## config.mk

```make
export PLATFORM = sky130hd
export DESIGN_NAME = decimal_coordinate_pair_parser_top_flat
export DESIGN_NICKNAME = d
export VERILOG_FILES = /design/src/sv/dcp_pkg.sv /design/src/sv/dcp_if.sv /design/src/sv/decimal_coordinate_pair_parser_top.sv /design/src/flat_wrapper.sv
export SDC_FILE = /design/constraint.sdc
export NUM_CORES = 1
export LEC_CHECK = 0
export ABC_AREA = 0
export BUFFER_PORTS_ARGS = -buffer_cell sky130_fd_sc_hd__buf_4
export CAP_MARGIN = 20
export CORE_MARGIN = 5
export CORE_UTILIZATION = 50
export DETAILED_ROUTE_END_ITERATION = 16
export PLACE_DENSITY_LB_ADDON = 0.1
export SYNTH_ARGS = -nofsm -noshare
export SYNTH_HDL_FRONTEND = slang
export SYNTH_SLANG_ARGS = --single-unit
```

## constraint.sdc

```tcl
create_clock -name clk -period 4.1 [get_ports clk]
set_clock_uncertainty 0.2 [all_clocks]
set_input_delay 0.615 -clock clk [delete_from_list [all_inputs] [get_ports clk]]
set_output_delay 0.615 -clock clk [all_outputs]
set_load 0.03 [all_outputs]
```

## src/sv/dcp_pkg.sv

```systemverilog
// Shared constants and codes of the decimal coordinate pair parser.
`timescale 1ns / 1ps
`default_nettype none
package dcp_pkg;

  localparam int COORD_BITS_DEF = 16;

  // Action codes of an input item.
  localparam logic [1:0] ACT_DATA  = 2'd0;
  localparam logic [1:0] ACT_START = 2'd1;
  localparam logic [1:0] ACT_END   = 2'd2;

  // Configuration register indexes.
  localparam logic REG_POINT_SEP = 1'b0;
  localparam logic REG_FIELD_SEP = 1'b1;

  localparam logic [7:0] POINT_SEP_RESET = 8'd46;
  localparam logic [7:0] FIELD_SEP_RESET = 8'd44;

  localparam int PADDR_BITS = 3;

  // Field scanner states.
  localparam logic [1:0] SCAN_SKIP   = 2'd0;
  localparam logic [1:0] SCAN_SIGN   = 2'd1;
  localparam logic [1:0] SCAN_DIGITS = 2'd2;
  localparam logic [1:0] SCAN_STOP   = 2'd3;

  localparam logic [7:0] CHAR_PLUS  = 8'd43;
  localparam logic [7:0] CHAR_MINUS = 8'd45;
  localparam logic [7:0] CHAR_ZERO  = 8'd48;
  localparam logic [7:0] CHAR_NINE  = 8'd57;
  localparam logic [7:0] CHAR_SPACE = 8'd32;
  localparam logic [7:0] CHAR_TAB   = 8'd9;
  localparam logic [7:0] CHAR_CR    = 8'd13;

endpackage
`default_nettype wire

```

## src/sv/dcp_if.sv

```systemverilog
// Stream interfaces for text bytes in and coordinate pairs out.
`timescale 1ns / 1ps
`default_nettype none
interface dcp_text_if;
  logic       valid;
  logic       ready;
  logic [1:0] action;
  logic [7:0] char_in;

  modport source (output valid, action, char_in, input ready);
  modport sink   (input valid, action, char_in, output ready);
endinterface

interface dcp_pair_if import dcp_pkg::*; #(
  parameter int COORD_BITS = COORD_BITS_DEF
);
  logic                         valid;
  logic                         ready;
  logic signed [COORD_BITS-1:0] x_coord;
  logic signed [COORD_BITS-1:0] y_coord;
  logic                         pair_valid;
  logic                         done_res;

  modport source (output valid, x_coord, y_coord, pair_valid, done_res, input ready);
  modport sink   (input valid, x_coord, y_coord, pair_valid, done_res, output ready);
endinterface
`default_nettype wire

```

## src/sv/decimal_coordinate_pair_parser_top.sv

```systemverilog
// Top level of the decimal coordinate pair parser.
`timescale 1ns / 1ps
`default_nettype none
// Takes ASCII text one byte per transfer, plus start and end actions, and
// returns signed coordinate pairs. Each byte is handled in the cycle it is
// accepted: the token state is updated and any finished pair is loaded into
// the output register, so one byte is taken every cycle while the output
// register is empty or being drained. A pair is offered in the cycle after
// the byte that ends it. Fields follow atoi rules and saturate to COORD_BITS.
// The two separator bytes are set through the APB port at offsets 0 and 4.
module decimal_coordinate_pair_parser_top import dcp_pkg::*; #(
  parameter int COORD_BITS = COORD_BITS_DEF
) (
  input  wire                   clk,
  input  wire                   rst,
  dcp_text_if.sink              text,
  dcp_pair_if.source            pair,
  input  wire                   psel,
  input  wire                   penable,
  input  wire                   pwrite,
  input  wire  [PADDR_BITS-1:0] paddr,
  input  wire  [31:0]           pwdata,
  output logic [31:0]           prdata,
  output logic                  pready
);

  localparam int MW = COORD_BITS + 4;
  localparam logic [MW-1:0] MAG_LIMIT = MW'(1) << (COORD_BITS - 1);

  logic [7:0] point_sep;
  logic [7:0] field_sep;

  logic                  in_second_field, in_second_field_next;
  logic [1:0]            scan_stage, scan_stage_next;
  logic                  is_negative, is_negative_next;
  logic [COORD_BITS-1:0] first_value, first_value_next;
  logic [COORD_BITS-1:0] magnitude_acc, magnitude_acc_next;

  logic                  out_valid;
  logic [COORD_BITS-1:0] x_reg, y_reg;
  logic                  pv_reg, done_reg;

  logic                  accept, emit;
  logic [COORD_BITS-1:0] emit_x, emit_y;
  logic                  emit_pv, emit_done;
  logic [COORD_BITS-1:0] field_value;
  logic [MW-1:0]         mag_step;
  logic                  is_digit, is_space;
  logic [7:0]            c;

  // Configuration port.
  assign pready = 1'b1;

  always_ff @(posedge clk) begin
    if (rst) begin
      point_sep <= POINT_SEP_RESET;
      field_sep <= FIELD_SEP_RESET;
    end else if (psel && penable && pwrite) begin
      unique case (paddr[2])
        REG_POINT_SEP: point_sep <= pwdata[7:0];
        REG_FIELD_SEP: field_sep <= pwdata[7:0];
        default:       point_sep <= point_sep;
      endcase
    end
  end

  always_comb begin
    unique case (paddr[2])
      REG_POINT_SEP: prdata = {24'd0, point_sep};
      REG_FIELD_SEP: prdata = {24'd0, field_sep};
      default:       prdata = 32'd0;
    endcase
  end

  // Handshake: a byte is taken whenever the output register can take a result.
  assign text.ready = !out_valid || pair.ready;
  assign accept     = text.valid && text.ready;
  assign c          = text.char_in;

  assign is_digit = (c >= CHAR_ZERO) && (c <= CHAR_NINE);
  assign is_space = (c == CHAR_SPACE) || ((c >= CHAR_TAB) && (c <= CHAR_CR));

  // Digits 0 to 9 sit in the low nibble of their ASCII codes.
  assign mag_step = (MW'(magnitude_acc) << 3) + (MW'(magnitude_acc) << 1)
                  + MW'(c[3:0]);

  // A saturated magnitude equals the limit, so its top bit alone flags it.
  always_comb begin
    if (is_negative) begin
      field_value = ~magnitude_acc + COORD_BITS'(1);
    end else if (magnitude_acc[COORD_BITS-1]) begin
      field_value = {1'b0, {(COORD_BITS-1){1'b1}}};
    end else begin
      field_value = magnitude_acc;
    end
  end

  always_comb begin
    in_second_field_next = in_second_field;
    scan_stage_next      = scan_stage;
    is_negative_next     = is_negative;
    first_value_next     = first_value;
    magnitude_acc_next   = magnitude_acc;
    emit      = 1'b0;
    emit_x    = '0;
    emit_y    = '0;
    emit_pv   = 1'b0;
    emit_done = 1'b0;
    if (accept) begin
      unique case (text.action)
        ACT_START: begin
          in_second_field_next = 1'b0;
          first_value_next     = '0;
          scan_stage_next      = SCAN_SKIP;
          is_negative_next     = 1'b0;
          magnitude_acc_next   = '0;
        end
        ACT_END: begin
          emit      = 1'b1;
          emit_done = 1'b1;
          emit_pv   = in_second_field;
          if (in_second_field) begin
            emit_x = first_value;
            emit_y = field_value;
          end
          in_second_field_next = 1'b0;
          first_value_next     = '0;
          scan_stage_next      = SCAN_SKIP;
          is_negative_next     = 1'b0;
          magnitude_acc_next   = '0;
        end
        ACT_DATA: begin
          if (c == point_sep) begin
            if (in_second_field) begin
              emit    = 1'b1;
              emit_pv = 1'b1;
              emit_x  = first_value;
              emit_y  = field_value;
            end
            in_second_field_next = 1'b0;
            first_value_next     = '0;
            scan_stage_next      = SCAN_SKIP;
            is_negative_next     = 1'b0;
            magnitude_acc_next   = '0;
          end else if (c == field_sep && !in_second_field) begin
            first_value_next     = field_value;
            in_second_field_next = 1'b1;
            scan_stage_next      = SCAN_SKIP;
            is_negative_next     = 1'b0;
            magnitude_acc_next   = '0;
          end else if (scan_stage == SCAN_SKIP && is_space) begin
            scan_stage_next = SCAN_SKIP;
          end else if (scan_stage == SCAN_SKIP
                       && (c == CHAR_PLUS || c == CHAR_MINUS)) begin
            is_negative_next = (c == CHAR_MINUS);
            scan_stage_next  = SCAN_SIGN;
          end else if (scan_stage != SCAN_STOP) begin
            if (is_digit) begin
              magnitude_acc_next = (mag_step > MAG_LIMIT)
                                 ? MAG_LIMIT[COORD_BITS-1:0]
                                 : mag_step[COORD_BITS-1:0];
              scan_stage_next    = SCAN_DIGITS;
            end else begin
              scan_stage_next = SCAN_STOP;
            end
          end
        end
        default: begin
          emit = 1'b0;
        end
      endcase
    end
  end

  always_ff @(posedge clk) begin
    if (rst) begin
      in_second_field <= 1'b0;
      scan_stage      <= SCAN_SKIP;
      is_negative     <= 1'b0;
      first_value     <= '0;
      magnitude_acc   <= '0;
      out_valid       <= 1'b0;
    end else begin
      in_second_field <= in_second_field_next;
      scan_stage      <= scan_stage_next;
      is_negative     <= is_negative_next;
      first_value     <= first_value_next;
      magnitude_acc   <= magnitude_acc_next;
      if (emit) begin
        out_valid <= 1'b1;
      end else if (pair.ready) begin
        out_valid <= 1'b0;
      end
    end
  end

  always_ff @(posedge clk) begin
    if (emit) begin
      x_reg    <= emit_x;
      y_reg    <= emit_y;
      pv_reg   <= emit_pv;
      done_reg <= emit_done;
    end
  end

  assign pair.valid      = out_valid;
  assign pair.x_coord    = x_reg;
  assign pair.y_coord    = y_reg;
  assign pair.pair_valid = pv_reg;
  assign pair.done_res   = done_reg;

endmodule
`default_nettype wire

```

## src/flat_wrapper.sv

```systemverilog
// flat-port wrapper written by rule: the top's interface ports become plain ports
module decimal_coordinate_pair_parser_top_flat import dcp_pkg::*;
#(
  parameter int COORD_BITS = COORD_BITS_DEF
)
  (clk, rst, psel, penable, pwrite, paddr, pwdata, prdata, pready, text_valid, text_action, text_char_in, text_ready, pair_valid, pair_x_coord, pair_y_coord, pair_pair_valid, pair_done_res, pair_ready);
  dcp_text_if text_i ();
  dcp_pair_if #(.COORD_BITS(COORD_BITS)) pair_i ();
  input  wire clk;
  input  wire rst;
  input  wire psel;
  input  wire penable;
  input  wire pwrite;
  input  wire  [PADDR_BITS-1:0] paddr;
  input  wire  [31:0] pwdata;
  output logic [31:0] prdata;
  output logic pready;
  input wire logic [$bits(text_i.valid)-1:0] text_valid;
  input wire logic [$bits(text_i.action)-1:0] text_action;
  input wire logic [$bits(text_i.char_in)-1:0] text_char_in;
  output wire logic [$bits(text_i.ready)-1:0] text_ready;
  output wire logic [$bits(pair_i.valid)-1:0] pair_valid;
  output wire logic [$bits(pair_i.x_coord)-1:0] pair_x_coord;
  output wire logic [$bits(pair_i.y_coord)-1:0] pair_y_coord;
  output wire logic [$bits(pair_i.pair_valid)-1:0] pair_pair_valid;
  output wire logic [$bits(pair_i.done_res)-1:0] pair_done_res;
  input wire logic [$bits(pair_i.ready)-1:0] pair_ready;
  assign text_i.valid = text_valid;
  assign text_i.action = text_action;
  assign text_i.char_in = text_char_in;
  assign text_ready = text_i.ready;
  assign pair_valid = pair_i.valid;
  assign pair_x_coord = pair_i.x_coord;
  assign pair_y_coord = pair_i.y_coord;
  assign pair_pair_valid = pair_i.pair_valid;
  assign pair_done_res = pair_i.done_res;
  assign pair_i.ready = pair_ready;
  decimal_coordinate_pair_parser_top #(.COORD_BITS(COORD_BITS)) u_core (.clk(clk), .rst(rst), .text(text_i), .pair(pair_i), .psel(psel), .penable(penable), .pwrite(pwrite), .paddr(paddr), .pwdata(pwdata), .prdata(prdata), .pready(pready));
endmodule
```

# Yosys cells after proc, flatten, opt, wreduce, memory -nomap -nowiden
# Cells that the tools add are included.
dict set report classes {
  add_sub_neg 3
  multipliers 0
  n_div 0
  order_cmp 5
  eq_ne 15
  shift 0
  mux 43
  bitwise_logic 2
  n_reduce_logical 24
}
# op n
set ops {}
lappend ops {{$mux W16} 14}
lappend ops {{$pmux W16 S2} 4}
lappend ops {{$pmux W32 S2} 1}
lappend ops {{$eq A8 B6 Y1 const B} 3}
lappend ops {{$add A19 B17 Y20} 1}
lappend ops {{$add A20 B4 Y20} 1}
lappend ops {{$gt A20 B16 Y1 const B} 1}
lappend ops {{$add A16 B1 Y16 const B} 1}
lappend ops {{$eq A8 B8 Y1} 2}
lappend ops {{$not A16 Y16} 1}
lappend ops {{$mux W15} 1}
lappend ops {{$mux W1} 13}
lappend ops {{$ne A4 B1 Y1 const B} 3}
lappend ops {{$mux W2} 5}
lappend ops {{$ge A8 B4 Y1 const B} 1}
lappend ops {{$ge A8 B6 Y1 const B} 1}
lappend ops {{$le A8 B4 Y1 const B} 1}
lappend ops {{$le A8 B6 Y1 const B} 1}
lappend ops {{$logic_and A1 B1 Y1} 8}
lappend ops {{$ne A4 B2 Y1 const B} 2}
lappend ops {{$pmux W1 S2} 4}
lappend ops {{$ne A6 B1 Y1 const B} 1}
lappend ops {{$reduce_and A3 Y1} 2}
lappend ops {{$reduce_and A6 Y1} 1}
lappend ops {{13 further kinds} 19}
dict set report word_totals {
  regBits 87
  latch_bits 0
  ram_bits 0
  romBits 0
  input_bits 52
  output_inout_bits 69
  word_cells 104
  memories 0
}

# Depth between registers and ports, before layout
# Gate-level depths: netlist of the first run.
dict set report depth {
  depth_word 11
  depth_mapped 14
  ltp_nobuf 12
}

# Worst setup path before layout of the first run
# Ideal clock, no wire load.
dict set report synth_path {
  path_kind {input -> register}
  from {input port text_char_in[3]}
  to {register u_core.magnitude_acc[10]}
  setup_ns 0.060
  arrival_time_ns 3.923
  required_time_ns 3.840
  setup_slack_ns -0.083
  stages 12
  n_path_buf 2
  path_cell_list {clkbuf_1 inv_1 fa_1 fa_1 xnor2_1 or4b_1 a2111oi_0 or3b_1 o31a_1 nor4_4 buf_6 a22o_1}
}
dict set report synth_via {
  elab_chain_len 10
  word_cells_on_any_way 31
  classes_between {add/sub: 1; order compare: 5; eq/ne: 9; mux: 8; reduce/logical: 8}
}
# item line
set synth_rtl {}
lappend synth_rtl {{from (decl)} flat_wrapper.sv:20} ;# input wire logic [$bits(text_i.char_in)-1:0] text_char_in;
lappend synth_rtl {{$add A20 B4 Y20} decimal_coordinate_pair_parser_top.sv:85} ;# + MW'(c[3:0]);
lappend synth_rtl {{$gt A20 B16 Y1} decimal_coordinate_pair_parser_top.sv:159} ;# magnitude_acc_next = (mag_step > MAG_LIMIT)
lappend synth_rtl {{$mux W16} decimal_coordinate_pair_parser_top.sv:160} ;# ? MAG_LIMIT[COORD_BITS-1:0]
lappend synth_rtl {{$mux W16} decimal_coordinate_pair_parser_top.sv:158} ;# if (is_digit) begin
lappend synth_rtl {{$mux W16} decimal_coordinate_pair_parser_top.sv:157} ;# end else if (scan_stage != SCAN_STOP) begin
lappend synth_rtl {{$mux W16} decimal_coordinate_pair_parser_top.sv:153} ;# end else if (scan_stage == SCAN_SKIP
lappend synth_rtl {{$mux W16} decimal_coordinate_pair_parser_top.sv:151} ;# end else if (scan_stage == SCAN_SKIP && is_space) begin
lappend synth_rtl {{$mux W16} decimal_coordinate_pair_parser_top.sv:145} ;# end else if (c == field_sep && !in_second_field) begin
lappend synth_rtl {{$mux W16} decimal_coordinate_pair_parser_top.sv:133} ;# if (c == point_sep) begin
lappend synth_rtl {{$pmux W16 S2} decimal_coordinate_pair_parser_top.sv:110} ;# unique case (text.action)
lappend synth_rtl {{to (signal assigned)} decimal_coordinate_pair_parser_top.sv:188} ;# magnitude_acc <= magnitude_acc_next;
lappend synth_rtl {{to (decl)} decimal_coordinate_pair_parser_top.sv:37} ;# logic [COORD_BITS-1:0] magnitude_acc, magnitude_acc_next;
# Several ways; a longest one is shown, not always the timed one. The select of a mux whose other input is x is not followed.
# A chain may end at the register's enable or synchronous reset.

# Worst setup path in the final report of the first run
dict set report layout_path {
  from {register u_core.magnitude_acc[0]}
  to {register u_core.magnitude_acc[2]}
}
dict set report layout_via {
  elab_chain_len 11
}
# item line
set layout_rtl {}
lappend layout_rtl {{$add A19 B17 Y20 *} decimal_coordinate_pair_parser_top.sv:84} ;# assign mag_step = (MW'(magnitude_acc) << 3) + (MW'(magnitude_acc) << 1)
lappend layout_rtl {{$add A20 B4 Y20 *} decimal_coordinate_pair_parser_top.sv:85}
lappend layout_rtl {{$gt A20 B16 Y1} decimal_coordinate_pair_parser_top.sv:159}
lappend layout_rtl {{$mux W16 *} decimal_coordinate_pair_parser_top.sv:160}
lappend layout_rtl {{$mux W16 *} decimal_coordinate_pair_parser_top.sv:158}
lappend layout_rtl {{$mux W16 *} decimal_coordinate_pair_parser_top.sv:157}
lappend layout_rtl {{$mux W16 *} decimal_coordinate_pair_parser_top.sv:153}
lappend layout_rtl {{$mux W16 *} decimal_coordinate_pair_parser_top.sv:151}
lappend layout_rtl {{$mux W16 *} decimal_coordinate_pair_parser_top.sv:145}
lappend layout_rtl {{$mux W16 *} decimal_coordinate_pair_parser_top.sv:133}
lappend layout_rtl {{$pmux W16 S2 *} decimal_coordinate_pair_parser_top.sv:110}
# Every way passes the cells marked *; elsewhere a longest branch is shown, timed or not. The select of a mux whose other input is x is not followed.

==> results of run 1 <==
[worst max path at each step]
stage	startpoint	end	slack, ps	depth (start not counted)
final	u_core.magnitude_acc[0]$_SDFFE_PP0P_	u_core.magnitude_acc[2]$_SDFFE_PP0P_	270	11
after global routing	u_core.magnitude_acc[0]$_SDFFE_PP0P_	u_core.magnitude_acc[6]$_SDFFE_PP0P_	60	13
after CTS	u_core.magnitude_acc[0]$_SDFFE_PP0P_	u_core.magnitude_acc[2]$_SDFFE_PP0P_	150	11
after detailed placement	text_char_in[3]	u_core.magnitude_acc[2]$_SDFFE_PP0P_	-180	12
after global placement	text_char_in[3]	u_core.magnitude_acc[5]$_SDFFE_PP0P_	-130	12
after floorplan	text_char_in[3]	u_core.magnitude_acc[10]$_SDFFE_PP0P_	10	12
[per-layer routing]
metal  up-vias  track usage  routed length, um
li1       2226            -                  -
met1      2089        0.260               5620
met2       128        0.308               5830
met3        22       0.0430                659
met4         0       0.0625                227
met5         -            0                  0
[sequential cells by signal (all words and copies together), names as in the netlist]
register	flops
u_core.pair.x_coord	16
u_core.is_negative	1
u_core.pair.valid	1
u_core.magnitude_acc	16
u_core.point_sep	8
u_core.field_sep	8
u_core.pair.done_res	1
u_core.pair.y_coord	16
u_core.scan_stage	2
u_core.in_second_field	1
u_core.first_value	16
u_core.pair.pair_valid	1
[cells by family (layout without fill, tap and decap cells)]
| family | after synthesis | count (layout) | synth area share |
|---|---|---|---|
| mux | 17 | 17 | 0.0341 |
| other cells | 2 | 25 | 0.00140 |
| compound gates | 136 | 136 | 0.165 |
| fa+ha+maj | 35 | 35 | 0.0846 |
| buf+inv | 65 | 121 | 0.0645 |
| simple gates | 208 | 208 | 0.205 |
| xor+xnor | 35 | 35 | 0.0572 |
| flops | 87 | 87 | 0.389 |
[power breakdown]
group	total [W]	switching, W	internal [W]	leakage, nW
clock	0.000595	0.000352	0.000242	0.103
sequential	0.000915	0.00000831	0.000907	0.752
combinational	0.000182	0.000120	0.0000617	1.79
total	0.00169	0.000481	0.00121	2.65
[through the flow]
step / TNS (ps) / cell area (um2) / util / hold slack, ps
after floorplan: 0 / 5440 / - / 227
after global placement: -1230 / 5990 / 0.578 / 239
after detailed placement: -1710 / 5990 / 0.578 / 242
after global routing: 0 / 6200 / 0.598 / 242
final: 0 / 6200 / 0.598 / 254
after CTS: 0 / 6190 / 0.597 / 238
[placed cells by master (no fill, tap or decap), types with 4 or more instances in the layout]
cell      instances
mux2i_1           7
a22oi_1           4
conb_1           25
nand2_1          46
o22ai_1           8
xor2_1            8
nor2_1           50
or3_1             5
o21ai_0          25
edfxtp_1         34
nand2b_1          7
nor2b_1           8
and2_1           28
nand3b_1          5
a211o_1           4
nor4_1           12
nor3_1           10
inv_1            16
nand3_1          10
mux2_2           10
a21o_1            5
ha_1             33
xnor2_1          27
dfxtp_1          53
clkbuf_8          9
nand4_1           8
and3_1            4
a21oi_1          46
buf_4            88
a22o_1           15
[area by class of cell]
type / instances / area share
Clock inverter: 7 / 0.0123
Sequential cell: 87 / 0.336
Multi-Input combinational cell: 456 / 0.487
Inverter: 17 / 0.0103
Tap cell: 136 / 0.0275
Clock buffer: 9 / 0.0200
Timing Repair Buffer: 88 / 0.107
[worst reg2reg max path: stages (launching register included)]
cell	delay, ps
dfxtp_1	340
inv_1	100
fa_1	520
fa_1	480
xnor2_1	160
or4b_1	500
a2111oi_2	300
or3b_1	370
o31a_1	310
nor4_4	160
buf_4	200
a22o_1	140
==> impl_metrics.toml, run 1 <==
[status]
status = "completed"

[clocking]
cts_buffers = 9
cts_resized = 0
post_cts_buffers = 0
cts_hold_buf = 0
cts_root_buf = "clkbuf_8"
cts_tree = "yes"
path_clk_slew_ps = 100
h-tree-depth = 3
clk_latency_ps = 360
cts_num_sinks = 87
cts_buffer_depth = 2

[synth]
netlist_instances = 585
synth_top_area_share = 0.198
ys.flop_type = "dfxtp_1"
yosys-top-cells-count = "dfxtp_1, nor2_1, a21oi_1, nand2_1, edfxtp_1"
synth_enable_flop_cells = 34
yosysTopAreaCell = "dfxtp_1"
post_synth.cell_area_avg_um2 = 9.15
ys_ff_latch = 87
syn_area_mm2 = 0.00536
synth_area_leaders = "dfxtp_1, edfxtp_1, ha_1"
yosysUniqueCellTypes = 61
synth.most_common_cell = "dfxtp_1"
synthArstFlopShare = 0
seq_area_frac_synth = 0.389
ys_warn_count = 0

[sta]
max_freq_mhz = 261
hold_violations = 0
fin_ws_ps = 268
min_period_over_period = 0.935
drv_slew = 0
tightest_slew_ps = 952
slew_headroom = 0.363
rsz0062_at_grt = "false"
fin_crit_ps = 3830
setup_violations = 0

[layout]
multi_input_area_mm2 = 0.00302
fin_nets = 746
n_fill_cell = 924
syn_to_final_growth_pct = 15.7
stdcell_count = 800
drive_above_1_share = 0.182
antenna_cells = 0
seqCellArea_mm2 = 0.00208

[worst_setup_path]
crit_path_start_kind = "flop"
critical-path-max-stage-delay_ps = 520
cp-end-kind = "flop"
worstReg2RegStart = "u_core.magnitude_acc[0]$_SDFFE_PP0P_"
required_ps = 4210
path_common_cell = "fa_1"
crit_chain = "inv_1 > fa_1 > fa_1 > xnor2_1 > or4b_1 > a2111oi_2 > or3b_1 > o31a_1 > nor4_4 > buf_4 > a22o_1"
crit_arrival_ps = 3940
path_buf_inv = 2
r2r_end = "u_core.magnitude_acc[2]$_SDFFE_PP0P_"
worst-setup-path-type = "reg2reg"
cp_top_family = "simple AND/OR/NAND/NOR gates"
r2r_slack_ps = 270
cp_max_fo = 8
rr_worst_depth = 11
slowest_stage = "fa_1"

[route]
dr.pass1.iters = 6
viasPerCell = 5.58
drt_iter0_markers = 299
antenna_left = 0
num_vias = 4465
routedWlPerCell_um = 15.4
wl_um = 12300
drc_errors = 0

[die]
fp-row-count = 37
initial_core_util = 0.516
core_area_mm2 = 0.0104
die_h_um = 113
die_w_um = 113
fp.dieArea_mm2 = 0.0129
ioPinCount = 121

[global_route]
grt_pass1_wl_um = 20600
overflow = 0
antenna_found_initial = 0
grt_use_total = 0.193
grt_max_degree = 42
grt_pass1_vias = 4276

[pwr]
power.total_w = 0.00169
peakVddDrop_uv = 169
power.density_mw_per_mm2 = 273
p_leak_nw = 2.65

[place]
gp_congestion = 0.890
io_buffers = 69
dpl_worst_slack_ps = -181
dp_hpwl_um = 9480
dp.cells = 784

[hold_path]
min_from = "pwdata[1]"
hp-class = "in2reg"
whs_path_depth = 2
hold_end = "u_core.point_sep[1]$_SDFFE_PP1P_"

[run]
drv_cap = 0
Note: power is estimated with default switching activity, not from simulation.
==> run 2: changes to the inputs <==
- CORE_MARGIN: 5 -> 2
==> run 2 against run 1 <==
Effect of this change:
- core utilization is 0.12 points lower
- cell area shrank 0.20%
- non-clock buffer count is the same
- critical path depth did not move
- global-route usage rose by 1.8 points
- power fell by 0.37%
- fmax fell by 1.4%
==> impl_metrics.toml, run 2 (same netlist as run 1, synthesis figures left out) <==
[layout]
stdcell_count = 800
syn_to_final_growth_pct = 15.5
antenna_cells = 0
final_cell_mix = "buf_4, dfxtp_1, nor2_1"
drive_above_1_share = 0.181
n_fill_cell = 939
seqCellArea_mm2 = 0.00208
fin_nets = 746
multi_input_area_mm2 = 0.00301
final_common_cell = "buf_4"
fin_util = 0.596

[worst_setup_path]
crit_chain = "inv_1 > fa_1 > fa_1 > xnor2_1 > or4b_1 > a2111oi_0 > or3b_1 > o31a_1 > nor4_4 > buf_4 > a22o_1"
cp-end-kind = "flop"
required_ps = 4210
path_common_cell = "fa_1"
crit_arrival_ps = 4000
crit_path_start_kind = "flop"
worst-setup-path-type = "reg2reg"
critical-path-max-stage-delay_ps = 520
slowest_stage = "fa_1"
cp_max_fo = 8

[sta]
tightest_slew_ps = 971
hold_violations = 0
min_period_over_period = 0.948
fin_crit_ps = 3890
slew_headroom = 0.351
rsz0062_at_grt = "false"
drv_slew = 0
max_freq_mhz = 257
setup_tns_ps = 0
setup_violations = 0

[route]
dr.pass1.iters = 4
wl_um = 12000
num_vias = 4482
drc_errors = 0
drt_iter0_markers = 284
routedWlPerCell_um = 15.1
antenna_left = 0
viasPerCell = 5.60

[clocking]
h-tree-depth = 3
cts_num_sinks = 87
cts_resized = 0
cts_buffers = 9
cts_buffer_depth = 2
path_clk_slew_ps = 90
cts_tree = "yes"
clk_latency_ps = 370
post_cts_buffers = 0
cts_hold_buf = 0
cts_root_buf = "clkbuf_8"

[global_route]
grt_pass1_wl_um = 19500
grt_use_total = 0.211
overflow = 0
antenna_found_initial = 0
grt_max_degree = 42
grt_pass1_vias = 4074

[die]
die_w_um = 107
fp-row-count = 37
initial_core_util = 0.516
core_area_mm2 = 0.0104
die_h_um = 107
ioPinCount = 121
fp.dieArea_mm2 = 0.0116

[pwr]
peakVddDrop_uv = 156
p_leak_nw = 2.64
power.total_w = 0.00169
power.density_mw_per_mm2 = 273

[hold_path]
hp-class = "in2reg"

[place]
dp.cells = 784
gp_congestion = 0.873
io_buffers = 69
dp_hpwl_um = 9210

[run]
drv_cap = 0

[status]
status = "completed"
## run 2: cell count changes in the layout (fill, tap and decap cells not counted)
cell        previous run  this run
clkinvlp_4             0         1
clkinv_4               2         1
a2111oi_2              1         0
inv_8                  3         4
clkinv_8               1         0
a2111oi_0              1         2
## run 2: worst paths after layout
kind / from / cells past startpoint / to / slack [ps]
min: pwdata[1] / 2 / u_core.point_sep[1]$_SDFFE_PP1P_ / 250
max reg2reg: u_core.magnitude_acc[0]$_SDFFE_PP0P_ / 11 / u_core.magnitude_acc[6]$_SDFFE_PP0P_ / 210
min reg2reg: u_core.first_value[5]$_SDFFE_PP0P_ / 2 / u_core.first_value[5]$_SDFFE_PP0P_ / 250
max: u_core.magnitude_acc[0]$_SDFFE_PP0P_ / 11 / u_core.magnitude_acc[6]$_SDFFE_PP0P_ / 210
## run 2: layer usage
layer / vias to the layer above / global-route usage / routed length [um]
li1: 2216 / - / -
met1: 2111 / 0.280 / 5450
met2: 134 / 0.342 / 5770
met3: 21 / 0.0466 / 602
met4: 0 / 0.0650 / 218
met5: - / 0 / 0
## run 2: worst max-delay path: cells and delay by family (launching register included)
| family | cells | cell delay (ps) |
|---|---|---|
| adder cells (fa/ha/maj) | 2 | 1000 |
| AND/OR/NAND/NOR | 3 | 1000 |
| AO/OA/AOI/OAI | 3 | 850 |
| flip-flops | 1 | 340 |
| buffers and inverters | 2 | 300 |
| XOR/XNOR | 1 | 160 |
## run 2: cell type report
type,instances,share of cell area
clock inverter,7,0.0113
timing repair buffer,88,0.107
clock buffer,9,0.0200
inverter,17,0.0103
multi-input combinational,456,0.487
tap,136,0.0275
sequential,87,0.337
## run 2: power breakdown
part           switching, W  total, W  internal, W
logic              0.000120  0.000181    0.0000616
clock network      0.000349  0.000589     0.000240
registers        0.00000848  0.000916     0.000907
total              0.000477   0.00169      0.00121
## run 2: stage by stage
step / setup WS [ps] / cell area (um2) / hold slack (ps)
after CTS: 211 / 6180 / 238
after detailed placement: -104 / 5990 / 243
final: 212 / 6180 / 251
after floorplan: 9.66 / 5440 / 227
after global placement: -112 / 5990 / 237
after global routing: 10.1 / 6180 / 250
